**src/rtl/tcbl_pkg.sv**
```systemverilog
// tcbl_pkg: shared widths, constants and types of the tile color blob locator
// used by every module under rtl, depends on nothing

package tcbl_pkg;

    // field widths
    localparam int PIX_W      = 8;
    localparam int POS_W      = 10;
    localparam int CNT_W      = 11;
    localparam int SUM_W      = 21;
    localparam int NUM_COLORS = 3;
    localparam int NUM_OPS    = 2 * NUM_COLORS;
    localparam int OP_W       = 3;
    localparam int IDX_W      = 2;
    localparam int IN_DATA_W  = 48;
    localparam int OUT_DATA_W = 64;
    localparam int RES_W      = 1 + 2 * POS_W;

    localparam int COORD_BITS_DEF = 10;

    // color slots, also register indexes of the threshold registers
    localparam logic [IDX_W-1:0] COLOR_RED    = 2'd0;
    localparam logic [IDX_W-1:0] COLOR_YELLOW = 2'd1;
    localparam logic [IDX_W-1:0] COLOR_GREEN  = 2'd2;

    // threshold reset values
    localparam logic [CNT_W-1:0] RED_MIN_RST    = 11'd100;
    localparam logic [CNT_W-1:0] YELLOW_MIN_RST = 11'd100;
    localparam logic [CNT_W-1:0] GREEN_MIN_RST  = 11'd80;

    // luma coefficients, scaled by 65536
    localparam int LUMA_KR   = 19595;
    localparam int LUMA_KG   = 38470;
    localparam int LUMA_KB   = 7471;
    localparam int LUMA_HALF = 32768;

    // chroma scale factors and rounding offset (half plus 384 * 65536 to stay positive)
    localparam int CHROMA_KB  = 36982;
    localparam int CHROMA_KR  = 46740;
    localparam int CHROMA_OFS = 25198592;
    // chroma values are held biased by 256
    localparam int CHROMA_BIAS = 256;

    // open color windows
    localparam int RED_CB_LO    = 90;
    localparam int RED_CB_HI    = 120;
    localparam int RED_CR_LO    = 190;
    localparam int RED_CR_HI    = 215;
    localparam int YELLOW_CB_LO = 20;
    localparam int YELLOW_CB_HI = 70;
    localparam int YELLOW_CR_LO = 130;
    localparam int YELLOW_CR_HI = 150;
    localparam int GREEN_CB_LO  = 105;
    localparam int GREEN_CB_HI  = 140;
    localparam int GREEN_CR_LO  = 50;
    localparam int GREEN_CR_HI  = 90;

    typedef enum logic [2:0] {
        ST_ACCUM,
        ST_FLUSH,
        ST_DIV_START,
        ST_DIV_WAIT,
        ST_LOAD
    } t_state;

    typedef struct packed {
        logic            in_ready;
        logic            div_start;
        logic            div_store;
        logic            load_out;
        logic            clear;
        logic [OP_W-1:0] op;
    } t_cmd;

    typedef struct packed {
        logic last_done;
        logic div_done;
        logic out_free;
    } t_stat;

endpackage

```
**src/rtl/tile_color_blob_locator.sv**
```systemverilog
// tile_color_blob_locator: top level, threshold registers and the controller/datapath pair
// depends on tcbl_pkg, tcbl_ctrl, tcbl_datapath (and through it tcbl_div)
//
// channel   | dir | transfer when            | contents
// ----------+-----+--------------------------+------------------------------------------
// pixel in  | in  | i_s_tvalid & o_s_tready  | tdata: blue, green, red, x, y; tlast: tile end
// result    | out | o_m_tvalid & i_m_tready  | tdata: red, yellow, green (seen, cx, cy each)
// config    | in  | i_cfg_we                 | idx 0 red, 1 yellow, 2 green min count
//
// pixels are taken one per cycle while a tile is being gathered
// after the tile-end transfer the input stalls until the result is loaded:
//   three pipeline stages drain, then one shared 21-step divider runs six times
// a finished result sits in the output register, so the next tile is taken while it waits;
//   only a second tile end with the first result still untaken holds the input longer
// synchronous active-low reset clears counts to one, sums to zero, thresholds to defaults
// the nominal tile edge is 40 pixels, but only tlast bounds a tile

module tile_color_blob_locator
    import tcbl_pkg::*;
#(
    parameter int COORD_BITS = COORD_BITS_DEF
) (
    input  logic                  i_clk,
    input  logic                  i_rst_n,
    // pixel stream
    input  logic                  i_s_tvalid,
    output logic                  o_s_tready,
    input  logic [IN_DATA_W-1:0]  i_s_tdata,   // pix_blue[7:0], pix_green[15:8], pix_red[23:16],
                                               // pos_x[33:24], pos_y[43:34], zero fill
    input  logic                  i_s_tlast,   // tile_end
    // result stream
    output logic                  o_m_tvalid,
    input  logic                  i_m_tready,
    output logic [OUT_DATA_W-1:0] o_m_tdata,   // red_seen[0], red_cx[10:1], red_cy[20:11],
                                               // yellow_seen[21], yellow_cx[31:22],
                                               // yellow_cy[41:32], green_seen[42],
                                               // green_cx[52:43], green_cy[62:53], zero fill
    // threshold registers
    input  logic                  i_cfg_we,
    input  logic [IDX_W-1:0]      i_cfg_idx,
    input  logic [CNT_W-1:0]      i_cfg_data
);

    logic [CNT_W-1:0] r_min_cnt [NUM_COLORS];
    t_cmd             w_cmd;
    t_stat            w_stat;
    logic             w_accept;

    // threshold registers, unknown index is dropped
    always_ff @(posedge i_clk) begin
        if (!i_rst_n) begin
            r_min_cnt[COLOR_RED]    <= RED_MIN_RST;
            r_min_cnt[COLOR_YELLOW] <= YELLOW_MIN_RST;
            r_min_cnt[COLOR_GREEN]  <= GREEN_MIN_RST;
        end else if (i_cfg_we) begin
            case (i_cfg_idx)
                COLOR_RED:    r_min_cnt[COLOR_RED]    <= i_cfg_data;
                COLOR_YELLOW: r_min_cnt[COLOR_YELLOW] <= i_cfg_data;
                COLOR_GREEN:  r_min_cnt[COLOR_GREEN]  <= i_cfg_data;
                default: begin
                end
            endcase
        end
    end

    // pixel transfer
    assign w_accept   = i_s_tvalid && w_cmd.in_ready;
    assign o_s_tready = w_cmd.in_ready;

    tcbl_ctrl u_ctrl (
        .i_clk    (i_clk),
        .i_rst_n  (i_rst_n),
        .i_accept (w_accept),
        .i_last   (i_s_tlast),
        .i_stat   (w_stat),
        .o_cmd    (w_cmd)
    );

    tcbl_datapath #(
        .COORD_BITS (COORD_BITS)
    ) u_datapath (
        .i_clk       (i_clk),
        .i_rst_n     (i_rst_n),
        .i_accept    (w_accept),
        .i_data      (i_s_tdata),
        .i_last      (i_s_tlast),
        .i_min_cnt   (r_min_cnt),
        .i_cmd       (w_cmd),
        .o_stat      (w_stat),
        .i_out_ready (i_m_tready),
        .o_out_valid (o_m_tvalid),
        .o_out_data  (o_m_tdata)
    );

    // intake closes right after a tile end
    a_close_after_last: assert property (@(posedge i_clk) disable iff (!i_rst_n)
        (i_s_tvalid && o_s_tready && i_s_tlast) |=> !o_s_tready)
        else $error("input still open after tile end transfer");

    // the tile end pixel reaches the accumulators only while intake is closed
    a_last_while_closed: assert property (@(posedge i_clk) disable iff (!i_rst_n)
        w_stat.last_done |-> !o_s_tready)
        else $error("tile end pixel drained while input open");

    // a new result only appears after a closed intake cycle
    a_result_after_close: assert property (@(posedge i_clk) disable iff (!i_rst_n)
        $rose(o_m_tvalid) |-> !$past(o_s_tready))
        else $error("result raised while input was open");

    // divider finishes only while a division is being waited on
    a_div_no_load_overlap: assert property (@(posedge i_clk) disable iff (!i_rst_n)
        w_stat.div_done |-> !w_cmd.load_out && !w_cmd.in_ready)
        else $error("divider done outside a division");

endmodule

```
**src/rtl/tcbl_div.sv**
```systemverilog
// tcbl_div: restoring divider, one quotient bit per cycle
// depends on tcbl_pkg for the sum and count widths

module tcbl_div
    import tcbl_pkg::*;
(
    input  logic             i_clk,
    input  logic             i_rst_n,
    input  logic             i_start,
    input  logic [SUM_W-1:0] i_num,
    input  logic [CNT_W-1:0] i_den,
    output logic             o_done,
    output logic [SUM_W-1:0] o_quo
);

    localparam int STEP_W = $clog2(SUM_W + 1);

    logic              r_busy;
    logic              r_done;
    logic [STEP_W-1:0] r_step;
    logic [SUM_W-1:0]  r_quo;
    logic [CNT_W-1:0]  r_rem;
    logic [CNT_W-1:0]  r_den;

    logic [CNT_W:0]    w_trial;
    logic              w_fit;

    assign w_trial = {r_rem, r_quo[SUM_W-1]};
    assign w_fit   = (w_trial >= {1'b0, r_den});

    always_ff @(posedge i_clk) begin
        if (!i_rst_n) begin
            r_busy <= 1'b0;
            r_done <= 1'b0;
            r_step <= '0;
        end else begin
            r_done <= r_busy && (r_step == STEP_W'(1));
            if (i_start) begin
                r_busy <= 1'b1;
                r_step <= STEP_W'(SUM_W);
            end else if (r_busy) begin
                r_step <= r_step - STEP_W'(1);
                if (r_step == STEP_W'(1)) begin
                    r_busy <= 1'b0;
                end
            end
        end
    end

    always_ff @(posedge i_clk) begin
        if (i_start) begin
            r_quo <= i_num;
            r_rem <= '0;
            r_den <= i_den;
        end else if (r_busy) begin
            r_quo <= {r_quo[SUM_W-2:0], w_fit};
            r_rem <= w_fit ? CNT_W'(w_trial - {1'b0, r_den}) : w_trial[CNT_W-1:0];
        end
    end

    assign o_done = r_done;
    assign o_quo  = r_quo;

endmodule

```
**src/rtl/tcbl_datapath.sv**
```systemverilog
// tcbl_datapath: color conversion pipeline, per-color accumulators, divider and result register
// depends on tcbl_pkg and tcbl_div

module tcbl_datapath
    import tcbl_pkg::*;
#(
    parameter int COORD_BITS = COORD_BITS_DEF
) (
    input  logic                  i_clk,
    input  logic                  i_rst_n,
    input  logic                  i_accept,
    input  logic [IN_DATA_W-1:0]  i_data,
    input  logic                  i_last,
    input  logic [CNT_W-1:0]      i_min_cnt [NUM_COLORS],
    input  t_cmd                  i_cmd,
    output t_stat                 o_stat,
    input  logic                  i_out_ready,
    output logic                  o_out_valid,
    output logic [OUT_DATA_W-1:0] o_out_data
);

    localparam logic [POS_W-1:0] POS_MASK = (COORD_BITS >= POS_W) ? {POS_W{1'b1}}
                                          : POS_W'((1 << COORD_BITS) - 1);
    localparam logic [SUM_W-1:0] AVG_MAX  = SUM_W'((1 << COORD_BITS) - 1);
    localparam int CHR_W = 11;

    // stage 1: luma products
    logic               r_s1_valid;
    logic               r_s1_last;
    logic [23:0]        r_s1_pr;
    logic [23:0]        r_s1_pg;
    logic [23:0]        r_s1_pb;
    logic [PIX_W-1:0]   r_s1_blue;
    logic [PIX_W-1:0]   r_s1_red;
    logic [POS_W-1:0]   r_s1_x;
    logic [POS_W-1:0]   r_s1_y;
    // stage 2: color differences
    logic               r_s2_valid;
    logic               r_s2_last;
    logic signed [8:0]  r_s2_db;
    logic signed [8:0]  r_s2_dr;
    logic [POS_W-1:0]   r_s2_x;
    logic [POS_W-1:0]   r_s2_y;
    // stage 3: biased chroma
    logic               r_s3_valid;
    logic               r_s3_last;
    logic [CHR_W-1:0]   r_s3_cb;
    logic [CHR_W-1:0]   r_s3_cr;
    logic [POS_W-1:0]   r_s3_x;
    logic [POS_W-1:0]   r_s3_y;

    logic [CNT_W-1:0]   r_cnt [NUM_COLORS];
    logic [SUM_W-1:0]   r_sx  [NUM_COLORS];
    logic [SUM_W-1:0]   r_sy  [NUM_COLORS];
    logic [POS_W-1:0]   r_avg [NUM_OPS];
    logic               r_out_valid;
    logic [OUT_DATA_W-1:0] r_out_data;

    logic [24:0]        w_lsum;
    logic [PIX_W-1:0]   w_luma;
    logic signed [26:0] w_db_ext;
    logic signed [26:0] w_dr_ext;
    logic signed [26:0] w_cb_u;
    logic signed [26:0] w_cr_u;
    logic [NUM_COLORS-1:0] w_hit;
    logic [IDX_W-1:0]   w_color;
    logic [SUM_W-1:0]   w_num;
    logic [SUM_W-1:0]   w_quo;
    logic               w_div_done;
    logic [OUT_DATA_W-1:0] w_pack;

    function automatic logic [SUM_W-1:0] sat_add(input logic [SUM_W-1:0] s,
                                                 input logic [POS_W-1:0] p);
        logic [SUM_W:0] t;
        t = {1'b0, s} + (SUM_W+1)'(p);
        return t[SUM_W] ? {SUM_W{1'b1}} : t[SUM_W-1:0];
    endfunction

    always_ff @(posedge i_clk) begin
        if (!i_rst_n) begin
            r_s1_valid <= 1'b0;
            r_s2_valid <= 1'b0;
            r_s3_valid <= 1'b0;
        end else begin
            r_s1_valid <= i_accept;
            r_s2_valid <= r_s1_valid;
            r_s3_valid <= r_s2_valid;
        end
    end

    always_ff @(posedge i_clk) begin
        r_s1_last <= i_last;
        r_s1_pb   <= 24'(LUMA_KB) * 24'(i_data[7:0]);
        r_s1_pg   <= 24'(LUMA_KG) * 24'(i_data[15:8]);
        r_s1_pr   <= 24'(LUMA_KR) * 24'(i_data[23:16]);
        r_s1_blue <= i_data[7:0];
        r_s1_red  <= i_data[23:16];
        r_s1_x    <= i_data[33:24] & POS_MASK;
        r_s1_y    <= i_data[43:34] & POS_MASK;

        r_s2_last <= r_s1_last;
        r_s2_db   <= $signed({1'b0, r_s1_blue}) - $signed({1'b0, w_luma});
        r_s2_dr   <= $signed({1'b0, r_s1_red}) - $signed({1'b0, w_luma});
        r_s2_x    <= r_s1_x;
        r_s2_y    <= r_s1_y;

        r_s3_last <= r_s2_last;
        r_s3_cb   <= w_cb_u[26:16];
        r_s3_cr   <= w_cr_u[26:16];
        r_s3_x    <= r_s2_x;
        r_s3_y    <= r_s2_y;
    end

    // luma rounded half up, always below 2^24
    assign w_lsum = 25'(r_s1_pr) + 25'(r_s1_pg) + 25'(r_s1_pb) + 25'(LUMA_HALF);
    assign w_luma = w_lsum[23:16];

    // biased chroma, the offset keeps the sum positive
    assign w_db_ext = 27'(r_s2_db);
    assign w_dr_ext = 27'(r_s2_dr);
    assign w_cb_u   = w_db_ext * 27'(CHROMA_KB) + 27'(CHROMA_OFS);
    assign w_cr_u   = w_dr_ext * 27'(CHROMA_KR) + 27'(CHROMA_OFS);

    always_comb begin
        w_hit[COLOR_RED] =
            (r_s3_cb > CHR_W'(RED_CB_LO + CHROMA_BIAS)) &&
            (r_s3_cb < CHR_W'(RED_CB_HI + CHROMA_BIAS)) &&
            (r_s3_cr > CHR_W'(RED_CR_LO + CHROMA_BIAS)) &&
            (r_s3_cr < CHR_W'(RED_CR_HI + CHROMA_BIAS));
        w_hit[COLOR_YELLOW] =
            (r_s3_cb > CHR_W'(YELLOW_CB_LO + CHROMA_BIAS)) &&
            (r_s3_cb < CHR_W'(YELLOW_CB_HI + CHROMA_BIAS)) &&
            (r_s3_cr > CHR_W'(YELLOW_CR_LO + CHROMA_BIAS)) &&
            (r_s3_cr < CHR_W'(YELLOW_CR_HI + CHROMA_BIAS));
        w_hit[COLOR_GREEN] =
            (r_s3_cb > CHR_W'(GREEN_CB_LO + CHROMA_BIAS)) &&
            (r_s3_cb < CHR_W'(GREEN_CB_HI + CHROMA_BIAS)) &&
            (r_s3_cr > CHR_W'(GREEN_CR_LO + CHROMA_BIAS)) &&
            (r_s3_cr < CHR_W'(GREEN_CR_HI + CHROMA_BIAS));
    end

    // saturating accumulators, counts start at one
    always_ff @(posedge i_clk) begin
        if (!i_rst_n || i_cmd.clear) begin
            for (int c = 0; c < NUM_COLORS; c++) begin
                r_cnt[c] <= CNT_W'(1);
                r_sx[c]  <= '0;
                r_sy[c]  <= '0;
            end
        end else if (r_s3_valid) begin
            for (int c = 0; c < NUM_COLORS; c++) begin
                if (w_hit[c]) begin
                    if (r_cnt[c] != {CNT_W{1'b1}}) begin
                        r_cnt[c] <= r_cnt[c] + CNT_W'(1);
                    end
                    r_sx[c] <= sat_add(r_sx[c], r_s3_x);
                    r_sy[c] <= sat_add(r_sy[c], r_s3_y);
                end
            end
        end
    end

    // operand select: op bits [2:1] pick the color, bit 0 picks row over column
    assign w_color = i_cmd.op[OP_W-1:1];
    assign w_num   = i_cmd.op[0] ? r_sy[w_color] : r_sx[w_color];

    tcbl_div u_div (
        .i_clk   (i_clk),
        .i_rst_n (i_rst_n),
        .i_start (i_cmd.div_start),
        .i_num   (w_num),
        .i_den   (r_cnt[w_color]),
        .o_done  (w_div_done),
        .o_quo   (w_quo)
    );

    always_ff @(posedge i_clk) begin
        if (i_cmd.div_store) begin
            r_avg[i_cmd.op] <= (w_quo > AVG_MAX) ? AVG_MAX[POS_W-1:0] : w_quo[POS_W-1:0];
        end
    end

    always_comb begin
        w_pack = '0;
        for (int c = 0; c < NUM_COLORS; c++) begin
            w_pack[c*RES_W]                 = (r_cnt[c] > i_min_cnt[c]);
            w_pack[c*RES_W+1 +: POS_W]       = r_avg[2*c];
            w_pack[c*RES_W+1+POS_W +: POS_W] = r_avg[2*c+1];
        end
    end

    always_ff @(posedge i_clk) begin
        if (!i_rst_n) begin
            r_out_valid <= 1'b0;
        end else if (i_cmd.load_out) begin
            r_out_valid <= 1'b1;
        end else if (i_out_ready) begin
            r_out_valid <= 1'b0;
        end
    end

    always_ff @(posedge i_clk) begin
        if (i_cmd.load_out) begin
            r_out_data <= w_pack;
        end
    end

    assign o_stat.last_done = r_s3_valid && r_s3_last;
    assign o_stat.div_done  = w_div_done;
    assign o_stat.out_free  = !r_out_valid || i_out_ready;
    assign o_out_valid      = r_out_valid;
    assign o_out_data       = r_out_data;

endmodule

```
**src/rtl/tcbl_ctrl.sv**
```systemverilog
// tcbl_ctrl: sequencer for pixel intake, pipeline flush, six divisions and result load
// depends on tcbl_pkg for the state, command and status types

module tcbl_ctrl
    import tcbl_pkg::*;
(
    input  logic  i_clk,
    input  logic  i_rst_n,
    input  logic  i_accept,
    input  logic  i_last,
    input  t_stat i_stat,
    output t_cmd  o_cmd
);

    t_state          r_state, n_state;
    logic [OP_W-1:0] r_op, n_op;

    always_ff @(posedge i_clk) begin
        if (!i_rst_n) begin
            r_state <= ST_ACCUM;
            r_op    <= '0;
        end else begin
            r_state <= n_state;
            r_op    <= n_op;
        end
    end

    always_comb begin
        n_state         = r_state;
        n_op            = r_op;
        o_cmd           = '0;
        o_cmd.op        = r_op;
        case (r_state)
            ST_ACCUM: begin
                o_cmd.in_ready = 1'b1;
                if (i_accept && i_last) begin
                    n_state = ST_FLUSH;
                end
            end
            ST_FLUSH: begin
                if (i_stat.last_done) begin
                    n_state = ST_DIV_START;
                end
            end
            ST_DIV_START: begin
                o_cmd.div_start = 1'b1;
                n_state         = ST_DIV_WAIT;
            end
            ST_DIV_WAIT: begin
                if (i_stat.div_done) begin
                    o_cmd.div_store = 1'b1;
                    if (r_op == OP_W'(NUM_OPS - 1)) begin
                        n_state = ST_LOAD;
                    end else begin
                        n_op    = r_op + OP_W'(1);
                        n_state = ST_DIV_START;
                    end
                end
            end
            ST_LOAD: begin
                if (i_stat.out_free) begin
                    o_cmd.load_out = 1'b1;
                    o_cmd.clear    = 1'b1;
                    n_op           = '0;
                    n_state        = ST_ACCUM;
                end
            end
            default: begin
                n_state = ST_ACCUM;
                n_op    = '0;
            end
        endcase
    end

endmodule

```
**config.mk**
```make
export PLATFORM = sky130hd
export DESIGN_NAME = tile_color_blob_locator
export DESIGN_NICKNAME = d
export VERILOG_FILES = /design/src/rtl/tcbl_pkg.sv /design/src/rtl/tile_color_blob_locator.sv /design/src/rtl/tcbl_div.sv /design/src/rtl/tcbl_datapath.sv /design/src/rtl/tcbl_ctrl.sv
export SDC_FILE = /design/constraint.sdc
export NUM_CORES = 2
export LEC_CHECK = 0
export BUFFER_PORTS_ARGS = -buffer_cell sky130_fd_sc_hd__clkbuf_2
export CORE_MARGIN = 4
export CORE_UTILIZATION = 65
export DETAILED_ROUTE_END_ITERATION = 8
export PLACE_DENSITY = 0.84
export SYNTH_ARGS = -nofsm -noshare
export SYNTH_HDL_FRONTEND = slang
export SYNTH_SLANG_ARGS = --single-unit
export TNS_END_PERCENT = 30
```
**constraint.sdc**
```tcl
create_clock -name i_clk -period 15.9 [get_ports i_clk]
set_clock_uncertainty 0.2 [all_clocks]
set_input_delay 0 -clock i_clk [delete_from_list [all_inputs] [get_ports i_clk]]
set_output_delay 0 -clock i_clk [all_outputs]
set_load 0.01 [all_outputs]
```
== After elaboration in Yosys (flattened, before gate mapping) ==
Memories as Yosys holds them, arrays and structs flattened. A register that Yosys moved wholly into a read port is not among the register bits.
Index checks and enable logic that the tools add are counted.
Widths: inputs -> output; s select.
Storage, ports and cells
  memories kept: 4
  input bits: 67
  RAM bits: 219
  output and inout bits: 66
  register bits after elaboration: 331
  logic and storage cells: 211
Memories
  u_datapath.r_sx: depth 3, width 21, read ports 4, clocked after Yosys merged registers in 1, wr ports 3, RTL line tcbl_datapath.sv:53  | logic [SUM_W-1:0] r_sx [NUM_COLORS];
  u_datapath.r_sy: depth 3, width 21, read ports 4, clocked after Yosys merged registers in 1, wr ports 3, RTL line tcbl_datapath.sv:54  | logic [SUM_W-1:0] r_sy [NUM_COLORS];
  u_datapath.r_avg: depth 6, width 10, read ports 6, clocked after Yosys merged registers in 6, wr ports 1, RTL line tcbl_datapath.sv:55  | logic [POS_W-1:0] r_avg [NUM_OPS];
  u_datapath.r_cnt: depth 3, width 11, read ports 4, clocked after Yosys merged registers in 1, wr ports 3, RTL line tcbl_datapath.sv:52  | logic [CNT_W-1:0] r_cnt [NUM_COLORS];
Operators by class
  bitwise logic cells: 11
  multiply operators: 5
  equal/unequal tests: 16
  order comparisons: 17
  multiplexer cells: 77
  add/sub/neg operators: 19
  reductions and logical operators: 28
Operators with widths (number)
  $mux 21: 15
  $add 21x10->22: 6
  $gt 11x9->1 const B: 6
  $lt 11x9->1 const B: 6
  $add 27x26->27 const B: 2
  $mul 15x8->23 const A: 2
  $mux 11: 4
  $mux 1: 40
  $add 11x1->11 const B: 3
  $gt 11x11->1: 3
  $ne 11x11->1 const B: 3
  $mul 9x16->25 const B: 1
  $add 23x24->24: 1
  $add 24x16->24 const B: 1
  $add 24x21->24: 1
  $mul 9x15->24 const B: 1
  $gt 21x10->1 const B: 1
  $mul 13x8->21 const A: 1
  $mux 3: 7
  $sub 8x8->9: 2
  $pmux 3 s5: 1
  $logic_and 1x1->1: 13
  $ge 12x11->1: 1
  $mux 2: 6
  other kinds (25): 46

== Logic depth before layout (Yosys ltp) ==
  depth after elaboration: 9
  mapped depth: 22
  depth with buffers taken out: 22

== Modules after synthesis ==
Synthesis repeated with hierarchy kept, for this count alone.
Unflattened totals
  cells, all modules: 3281
  area total of the unflattened synthesis: 36085.9 um2
Modules (own cells, without submodules)
  tcbl_datapath: area each 31774.2 um2, cells each 2874, instances 1, seq. area each 12231.7 um2
  tcbl_div: area each 2573.7 um2, cells each 229, instances 1, seq. area each 1321.3 um2
  tile_color_blob_locator: area each 1296.2 um2, cells each 128, instances 1, seq. area each 660.6 um2
  tcbl_ctrl: area each 441.7 um2, cells each 50, instances 1, seq. area each 120.1 um2

== Worst setup path after synthesis ==
OpenSTA, ideal clock, no wires.
  kind: register -> register
  start: reg u_datapath.r_s2_db[3]
  end: reg u_datapath.r_s3_cb[7]
  path buffers: 0
  arrival time: 4883 ps
  library setup time: 72 ps
  stages on the path, launching flop included: 21
  slack: 10745 ps
  path through: dfxtp_1 -> inv_1 -> fa_1 -> inv_1 -> ha_1 -> fa_1 -> fa_1 -> fa_1 -> ha_1 -> a211oi_1 -> nor2_1 -> o31ai_1 -> a21boi_2 -> nor2_1 -> xnor2_1 -> ha_1 -> nand2_1 -> nor3_2 -> and4_1 -> xor2_1 -> xnor2_1
Between the ends
  cells in the longest elaborated chain, start to end: 2
RTL lines
  start, declared: RTL line tcbl_datapath.sv:40  | logic signed [8:0] r_s2_db;
  start signal, assigned: RTL line tcbl_datapath.sv:102  | r_s2_db <= $signed({1'b0, r_s1_blue}) - $signed({1'b0, w_luma});
  $mul 9x16->25: RTL line tcbl_datapath.sv:121  | assign w_cb_u = w_db_ext * 27'(CHROMA_KB) + 27'(CHROMA_OFS);
  $add 27x26->27: RTL line tcbl_datapath.sv:121
  named net u_datapath.w_cb_u[23]: RTL line tcbl_datapath.sv:63  | logic signed [26:0] w_cb_u;
  end signal, assigned: RTL line tcbl_datapath.sv:108  | r_s3_cb <= w_cb_u[26:16];
  end, declared: RTL line tcbl_datapath.sv:47  | logic [CHR_W-1:0] r_s3_cb;
The timed path passes the listed nets, and every way through them passes these cells.
A chain may end at the register's enable or synchronous reset.

== Worst setup path after layout ==
  start: reg u_datapath.r_s2_dr[8]
  end: reg u_datapath.r_s3_cr[9]
Between the ends
  cells in the longest elaborated chain, start to end: 2
RTL lines
  start, declared: RTL line tcbl_datapath.sv:41  | logic signed [8:0] r_s2_dr;
  start signal, assigned: RTL line tcbl_datapath.sv:103  | r_s2_dr <= $signed({1'b0, r_s1_red}) - $signed({1'b0, w_luma});
  $mul 9x15->24: RTL line tcbl_datapath.sv:122  | assign w_cr_u = w_dr_ext * 27'(CHROMA_KR) + 27'(CHROMA_OFS);
  $add 27x26->27: RTL line tcbl_datapath.sv:122
  named net u_datapath.w_cr_u[25]: RTL line tcbl_datapath.sv:64  | logic signed [26:0] w_cr_u;
  end signal, assigned: RTL line tcbl_datapath.sv:109  | r_s3_cr <= w_cr_u[26:16];
  end, declared: RTL line tcbl_datapath.sv:48  | logic [CHR_W-1:0] r_s3_cr;
The timed path passes the listed nets, and every way through them passes these cells.

==> impl_metrics.yaml <==
sta:
  tightest_slew_ns: 1.21
  fin_ws_ns: 10.21
  tns_ns: 0
  clock.fmax_mhz: 176
  period_needed_ns: 5.69
  finalCritPeriodShare_pct: 35.8
  rsz0062_at_grt: "false"
  drv_slew: 0
  worst_slew_margin_rel_pct: 19.3
  hold_violations: 0
  setup_viol: 0
route:
  num_vias: 25900
  drtIter0Drc: 2149
  drc: 0
  viasPerCell: 6.05
  detail-route-antenna-nets: 0
  drtPass1Iterations: 7
  drt-total-wl_um: 81700
  wl_per_cell_um: 19.1
critical_path:
  critPathKind: "register to register"
  critPathMaxStageDelay_ns: 0.62
  critPathMaxFanout: 8
  critPathCaptureType: "register"
  slowest_stage: "dfxtp_1"
  r2r_start: "u_datapath.r_s2_dr[8]"
  r2r_setup_slack_ns: 10.21
  cp_data_arrival_time_ns: 5.93
  rr_endpoint: "u_datapath.r_s3_cr[9]"
  path_cells: "ha_1 > ha_1 > fa_1 > inv_1 > fa_1 > inv_1 > ha_1 > ha_1 > a211oi_1 > o21ai_0 > o21ai_1 > nor2b_1 > xnor2_1 > ha_1 > and2_1 > a41o_1 > o311ai_1 > xnor2_1"
  critical_path_required_ns: 16.15
  r2r_cells: 18
  cp_common_cell: "ha_1"
  critPathLaunchType: "register"
yosys:
  syn_avg_cell_area_um2: 10.8
  ys_ff_latch: 561
  netlist_area_mm2: 0.0358
  yosys-top-cells-count: "503 x ha_1, 382 x inv_1, 314 x edfxtp_1, 247 x dfxtp_1, 221 x a21oi_1"
  synth_largest_area_cell: "edfxtp_1"
  synth_nets: 4024
  ys_seq_area_share_pct: 40.2
  ys_warn_count: 0
  async_flop_share_pct: 0
  netlist_instances: 3309
  yosys_most_used_dff: "edfxtp_1"
  yosys-top-cells-area: "edfxtp_1 26%, ha_1 18%, dfxtp_1 14%"
  synth.distinct_cells: 94
  synth-edff-count: 314
  netlist.area_leader.share_pct: 26.3
  synth.most_common_cell: "ha_1"
floorplanning:
  coreArea_mm2: 0.0541
  die_width_um: 243
  start_util_pct: 66.1
  rows: 85
  fp.dieH_um: 243
  die-area_mm2: 0.0589
  io_pins: 133
placement:
  portBuffers: 127
  placed_cells: 4067
  post-dp-hpwl_um: 58000
  routabilityCongestion: 0.921
  place_ws_ns: 10.22
hold_path:
  hold_depth: 2
  min_from: "i_s_tdata[18]"
  hold-path-endpoint: "u_datapath.r_s1_red[2]"
  worst_hold_path_type: "input pin to register"
clock_network:
  insertion_delay_ns: 0.62
  cts_tree: "yes"
  cts.sinks: 561
  post_cts_resized: 0
  cts_setup_buffers: 0
  clk_pin_slew_ns: 0.06
  cts_made_buffers: 56
  cts_max_level: 2
  clockBufferDepth: 3
  cts-root-buf: "clkbuf_16"
global_route:
  grt_pass1_vias: 27200
  grt_pass1_wl_um: 135000
  grt-ovfl-total: 0
  grt_use_total_pct: 27.5
  grt_antenna_before_repair: 1
  grt_max_degree: 71
job:
  max-cap-violations: 0
layout:
  nNetsFinal: 4257
  finish.utilization_pct: 74.0
  area_delta_synth_final_pct: 12.0
  final_cells: 4287
  drive_above_1_share_pct: 8.61
outcome:
  status: "complete, no violations"
==> what timing repair did <==
action | in CTS | in global routing
setup endpoints to repair | 0 | 0
hold endpoints to repair | 118 | 0
hold buffers | 113 | 0
==> registers in the layout, indices dropped and copies added (netlist names), 9 cells and up, named ones only <==
register and count:
u_datapath.r_avg 60, u_datapath.r_s2_db 9, u_datapath.r_s3_x 10, u_datapath.r_cnt 33
u_datapath.u_div.o_quo 21, u_datapath.r_s1_x 10, r_min_cnt 33, u_datapath.r_s2_y 10
u_datapath.r_s1_pg 23, u_datapath.r_s3_cb 11, u_datapath.r_s3_y 10, u_datapath.u_div.r_rem 11
u_datapath.r_sx 63, u_datapath.r_s3_cr 11, u_datapath.r_s1_y 10, o_m_tdata 60
u_datapath.r_s2_x 10, u_datapath.r_s1_pb 20, u_datapath.r_s2_dr 9, u_datapath.r_s1_pr 22
u_datapath.r_sy 63, u_datapath.u_div.r_den 11
==> placed cells by master, fill, tap and decap left out, types with 16 or more instances in the layout <==
master         netlist  final
a211oi_1            23     23
a21boi_0            42     42
a21o_1              40     40
a21oi_1            221    221
a31oi_1             25     25
and2_1              17     16
and3_1              40     40
clkbuf_16            0     59
clkbuf_2             1    127
dfxtp_1            247    246
dlygate4sd3_1        0    113
edfxtp_1           314    314
fa_1               145    145
ha_1               503    503
inv_1              382    381
mux2i_1             42     42
mux4_2              21     21
nand2_1            205    204
nand2b_1            19     17
nand3_1             75     75
nand4_1             26     26
nor2_1             156    156
nor2b_1             34     34
nor3_1              41     41
o211ai_1            24     24
o21a_1              33     33
o21ai_0            133    133
o21bai_1            30     30
or2_2               18     18
xnor2_1            130    130
xor2_1              90     90
==> layer usage <==
layer  vias up  wire [um]  track usage (%)
met4         0       3100             10.2
met3       260       5180             4.34
met2      1027      40800             48.8
li1      12100          -                -
met1     12500      32600             34.2
met5         -          0                0
==> final cells by class <==
cell class,count,area [um^2]
Sequential cell,561,14400
Timing Repair Buffer,253,1860
Clock inverter,36,390
Fill cell,3387,14000
Multi-Input combinational cell,2287,19600
Clock buffer,70,1540
Tap cell,696,871
Antenna cell,1,2.50
Inverter,383,1440
==> per-stage QoR <==
step / hold slack (ns) / instance area (um^2)
after floorplan: -0.172 / 35800
after global placement: -0.0979 / 37000
after detailed placement: -0.0961 / 37000
after CTS: 0.00237 / 40100
after global routing: 0.0176 / 40100
final: 0.0252 / 40100
==> kinds of logic (layout without fill, tap and decap cells) <==
kind of cell | count (synthesis) | in the layout | synth area share (%)
flip-flops | 561 | 561 | 40.2
multiplexers | 63 | 63 | 2.50
adder cells (fa/ha/maj) | 648 | 648 | 25.7
XOR/XNOR | 220 | 220 | 5.38
other | 1 | 2 | 0.0105
AO/OA/AOI/OAI | 655 | 655 | 11.6
AND/OR/NAND/NOR | 700 | 700 | 9.61
buffers and inverters | 461 | 742 | 5.10
==> worst max path at each step <==
| stage | start | end | depth (start not counted) | slack (ns) |
|---|---|---|---|---|
| floorplan | u_datapath.r_s2_db[3] | u_datapath.r_s3_cb[7] | 20 | 10.74 |
| CTS | u_datapath.r_s2_db[3] | u_datapath.r_s3_cb[7] | 20 | 10.19 |
| global route | u_datapath.r_s2_db[3] | u_datapath.r_s3_cb[6] | 18 | 9.91 |
| global placement | u_datapath.r_s2_db[3] | u_datapath.r_s3_cb[7] | 20 | 10.35 |
| finish | u_datapath.r_s2_dr[8] | u_datapath.r_s3_cr[9] | 18 | 10.21 |
| detailed placement | u_datapath.r_s2_db[3] | u_datapath.r_s3_cb[7] | 20 | 10.22 |
==> critical path, delay by kind of cell, from the launching register on <==
family / cells / cell delay (ns)
adders and majority gates: 7 / 2.64
AOI/OAI and AO/OA: 5 / 1.36
xor gates and xnor gates: 2 / 0.22
DFF: 1 / 0.62
and+or+nand+nor: 2 / 0.40
buffers and inverters: 2 / 0.11
Power is left out: the tool's default activity adds up to more than one toggle a clock period on the data nets, which glitch-free logic cannot reach.
